===== src/rtl/min_coin_change_dp_assert.svh =====
`ifndef MIN_COIN_CHANGE_DP_ASSERT_SVH
`define MIN_COIN_CHANGE_DP_ASSERT_SVH

// check that holds in the same cycle as its condition
`define MCCD_ASSERT_SAME(lbl, ante, cons, msg) \
    lbl: assert property (@(posedge i_clk) disable iff (!i_rst_n) (ante) |-> (cons)) \
        else $error(msg);

// check that holds in the cycle after its condition
`define MCCD_ASSERT_NEXT(lbl, ante, cons, msg) \
    lbl: assert property (@(posedge i_clk) disable iff (!i_rst_n) (ante) |=> (cons)) \
        else $error(msg);

`endif


===== src/rtl/mccd_ram.sv =====
module mccd_ram #(
    parameter int WIDTH = 8,
    parameter int DEPTH = 16
) (
    input  logic                                  i_clk,
    input  logic                                  i_we,
    input  logic [((DEPTH > 1) ? $clog2(DEPTH) : 1)-1:0] i_waddr,
    input  logic [WIDTH-1:0]                      i_wdata,
    input  logic [((DEPTH > 1) ? $clog2(DEPTH) : 1)-1:0] i_raddr_a,
    input  logic [((DEPTH > 1) ? $clog2(DEPTH) : 1)-1:0] i_raddr_b,
    output logic [WIDTH-1:0]                      o_rdata_a,
    output logic [WIDTH-1:0]                      o_rdata_b
);

    logic [WIDTH-1:0] r_mem [DEPTH];
    logic [WIDTH-1:0] r_rdata_a;
    logic [WIDTH-1:0] r_rdata_b;

    always_ff @(posedge i_clk) begin
        if (i_we) begin
            r_mem[i_waddr] <= i_wdata;
        end
        r_rdata_a <= r_mem[i_raddr_a];
        r_rdata_b <= r_mem[i_raddr_b];
    end

    assign o_rdata_a = r_rdata_a;
    assign o_rdata_b = r_rdata_b;

endmodule


===== config.mk =====
export PLATFORM = sky130hd
export DESIGN_NAME = mccd_ram
export DESIGN_NICKNAME = d
export VERILOG_FILES = /design/src/rtl/min_coin_change_dp_assert.svh /design/src/rtl/mccd_ram.sv
export SDC_FILE = /design/constraint.sdc
export NUM_CORES = 1
export LEC_CHECK = 0
export ABC_AREA = 1
export BUFFER_PORTS_ARGS = -buffer_cell sky130_fd_sc_hd__buf_2
export CORE_MARGIN = 1
export CORE_UTILIZATION = 45
export CTS_CLUSTER_DIAMETER = 40
export DETAILED_ROUTE_END_ITERATION = 6
export HOLD_SLACK_MARGIN = 0.15
export PLACE_DENSITY = 0.61
export SKIP_LAST_GASP = 1
export SYNTH_ARGS = -nofsm -noshare
export SYNTH_HDL_FRONTEND = slang
export SYNTH_SLANG_ARGS = --single-unit

===== constraint.sdc =====
create_clock -name i_clk -period 1.2 [get_ports i_clk]
set_input_delay 0.12 -clock i_clk [delete_from_list [all_inputs] [get_ports i_clk]]
set_output_delay 0.12 -clock i_clk [all_outputs]
set_load 0.02 [all_outputs]

# Yosys cells after proc, flatten, opt, wreduce, memory -nomap -nowiden
# Memories as Yosys holds them, arrays and structs flattened. A register that Yosys moved wholly into a read port is not among the register bits.
# Index checks and enable logic that the tools add are counted.
dict set report totals {
  n_memories 1
  register_bits 0
  ramBits 128
}
dict set report classes {
  n_mux 2
}
# memory depth word_bits read_ports rd_clocked_by_memory_dff write_ports line_no
set mem_list {}
lappend mem_list {r_mem 16 8 2 2 1 mccd_ram.sv:15} ;# logic [WIDTH-1:0] r_mem [DEPTH];
# operator count
set op_table {}
lappend op_table {{two-way mux 1 bit} 2}

# Logic depth before layout (Yosys ltp)
dict set report logic_depth {
  depth_word 2
  ltp_mapped 7
  depth_no_buf 6
}

# Least setup slack after synthesis
# No wires, ideal clock.
dict set report synth_path {
  path_kind {input -> register}
  from {input i_waddr[2] in the netlist's numbering}
  to {memory r_mem[10][0], enable pin}
  stages 2
  setup_ns 0.370
  setup_slack_ns 0.129
  t_arrival_ns 0.701
  path_buffers 0
  path_cell_list {nand3b_1 -> nor2_1}
}
# element line_no
set synth_lines {}
lappend synth_lines {{from (decl)} mccd_ram.sv:7} ;# input logic [((DEPTH > 1) ? $clog2(DEPTH) : 1)-1:0] i_waddr,
lappend synth_lines {{to (decl)} mccd_ram.sv:15}
# Straight into the memory's write port.

==> results_dict.tcl <==
set metrics [dict create \
    ir_worst_vdd_mv 1.15 \
    gr-total-overflow 0 \
    synth_warnings 0 \
    clkLatencyLatePin_ns 0.43 \
    grtUsageTotal 0.266 \
    relSlewSlack 0.654 \
    synth.top_cell.area_share 0.529 \
    path_clk_slew_ns 0.06 \
    final_common_cell "nand2_1" \
    grt_pass1_wl_um 31900 \
    die_height_um 129 \
    hp-class "in -> reg" \
    numPortBuffers 37 \
    synthMuxAreaShare 0 \
    synthAdderAreaFrac 0 \
    routed_wl_um 20600 \
    vias 6013 \
    sw_frac_of_total 0.243 \
    seq_area_frac_synth 0.574 \
    ys_ff_latch 144 \
    setup_viol 0 \
    antenna_found_initial 0 \
    dpl-instance-area_um2 7960 \
    num_rows 46 \
    power_mw 12.3 \
    grt_use_met2 0.415 \
    dr.first_iter.drc_count 771 \
    cts.sinks 144 \
    antenna_cells 0 \
    antenna_left 0 \
    drc 0 \
    status "completed" \
    drt-wirelength-per-cell_um 18.0 \
    postCtsSetupRepairBufs 0 \
    setup_slack_ns 0.0238 \
    crit_buf_inv 3 \
    ctsHtreeMaxLevel 4 \
    area_delta_synth_final_pct 19.0 \
    layout.nets 940 \
    worstMarginPinSlew_ns 0.518 \
    yosys.area.top_type "edfxtp_1" \
    synth.area.top_cells "edfxtp_1 53%, nand3_1 16%, nand2_1 14%, inv_1 6.9%, dfxtp_1 4.4%" \
    cts_buffers 17 \
    seq_power_share 0.459 \
    synth_cell_types 13 \
    critical-path-slowest-cell "dlygate4sd3_1" \
    pin_count 38 \
    layout-drive-gt1-share 0.130 \
    criticalPathCategory "in -> reg" \
    netlist_area_um2 7260 \
    required_ns 1.56 \
    cts_max_path_buffers 2 \
    drv_slew 0 \
    cp_data_arrival_time_ns 1.54 \
    critPathTopFamily "buffers and inverters" \
    synth-compound-area-share 0 \
    yosys.area_share.simple 0.309 \
    clock_skew_ns 0.00606 \
    grt_util_met3 0.0570 \
    fmax_ghz 0.850 \
    end_kind "flop" \
    root_buffer "clkbuf_16" \
    finalNonFillerCells 1147 \
    initial_utilization 0.459 \
    path_cells "dlygate4sd3_1, buf_2, inv_1, nand3_1, nand2_1" \
    p_switching_mw 3.00 \
    coreArea_um2 15800 \
    slowest_delay_ns 0.53 \
    gp_congestion 0.827 \
    dp_hpwl_um 13400 \
    grt.busiest_layer "met2" \
    grt_max_degree 47 \
    share_comb_of_total_power 0.109 \
    dp_slack_ns 0.0198 \
    power.density_nw_per_um2 1420 \
    via_per_inst 5.24 \
    first_pass_iters 6 \
    fp.dieW_um 129 \
    grt_pass1_vias 5595 \
    finalCriticalPeriod_ns 1.18 \
    layout_common_cells "277 x nand2_1, 225 x nand3_1, 134 x inv_1" \
    path_max_fanout 8 \
    max-cap-violations 0 \
    grt_use_met1 0.360 \
    synthXorXnorAreaFrac 0 \
    cts_tree "done" \
    setup_tns_ns 0 \
    syn-num-nets 873 \
    p_int_mw 9.31 \
    dp_cells 1106 \
    clkPwrFrac 0.432 \
    grt_setup_unrepaired "no" \
    cp-start-kind "primary input" \
    min_period_over_period 0.980 \
    synthCells 851 \
    dieArea_um2 16600 \
    finalInstanceArea_um2 8640 \
    finalHoldViolCount 0 \
    synth_top_family_by_area "simple AND/OR/NAND/NOR gates" \
    postSynthAreaPerCell_um2 8.53 \
    power_leakage_nw 3.93 \
]
==> power by group through the flow <==
stage | sequential, mW | combinational, mW | clock (mW)
2_1_floorplan | 5.82 | 0.706 | 0
3_3_place_gp | 5.76 | 1.30 | 0
3_5_place_dp | 5.76 | 1.30 | 0
4_1_cts | 5.65 | 1.33 | 5.37
5_1_grt | 5.66 | 1.47 | 5.55
6_report | 5.65 | 1.34 | 5.32
==> worst reg2reg max path, delay by kind of cell, from the launching register on <==
kind / cells / cell delay [ns]
buf+inv: 1 / 0.08
flops: 1 / 0.35
simple gates: 5 / 0.58
==> final cells by class <==
cell class | instances | area, um^2
Clock buffer | 17 | 425
Tap cell | 216 | 270
Sequential cell | 144 | 4160
Inverter | 138 | 518
Fill cell | 1402 | 7190
Clock inverter | 15 | 169
Timing Repair Buffer | 96 | 851
Multi-Input combinational cell | 521 | 2240
==> synthesized netlist by cell type <==
| cell | count |
|---|---|
| dfxtp_1 | 16 |
| buf_1 | 1 |
| buf_4 | 4 |
| nor2_1 | 17 |
| edfxtp_1 | 128 |
| buf_6 | 14 |
| nand3b_1 | 2 |
| buf_2 | 26 |
| inv_2 | 4 |
| nand2_1 | 277 |
| nand3_1 | 225 |
| clkbuf_1 | 3 |
| inv_1 | 134 |
==> path summary, 6_finish.rpt <==
kind	start	cells past startpoint	endpoint	slack, ns
setup / recovery	i_raddr_b[3]	5	o_rdata_b[5]$_DFF_P_	0.02
setup reg to reg	r_mem[3][0]$_DFFE_PP_	6	o_rdata_a[0]$_DFF_P_	0.09
hold / removal	i_wdata[0]	1	r_mem[10][0]$_DFFE_PP_	0.18
hold reg to reg	r_mem[11][0]$_DFFE_PP_	6	o_rdata_a[0]$_DFF_P_	0.69
==> per-layer routing <==
metal | wire length [um] | up-vias
met5 | 0 | -
met4 | 582 | 0
met3 | 1940 | 43
li1 | - | 2874
met2 | 9480 | 312
met1 | 8630 | 2784
==> kinds of logic after synthesis <==
family / Yosys count
buffers and inverters: 186
flip-flops: 144
AND/OR/NAND/NOR: 521
==> registers in the layout, summed over array words and instances (netlist names) <==
name and count:
r_mem 128, o_rdata_a 8, o_rdata_b 8
==> what timing repair did <==
item	4_1_cts	5_1_grt
endpoints found under the hold margin	110	0
resized for setup	0	0
setup endpoints to repair	0	0
hold buffers	9	0
==> stage by stage <==
| step | hold slack, ns | utilization |
|---|---|---|
| 2_1_floorplan | 0.219 | - |
| 3_5_place_dp | 0.528 | 0.503 |
| 5_1_grt | 0.176 | 0.546 |
| 3_3_place_gp | 0.518 | 0.503 |
| 4_1_cts | 0.153 | 0.546 |
| 6_report | 0.176 | 0.546 |
No activity file was read; power rests on OpenSTA's default activity.
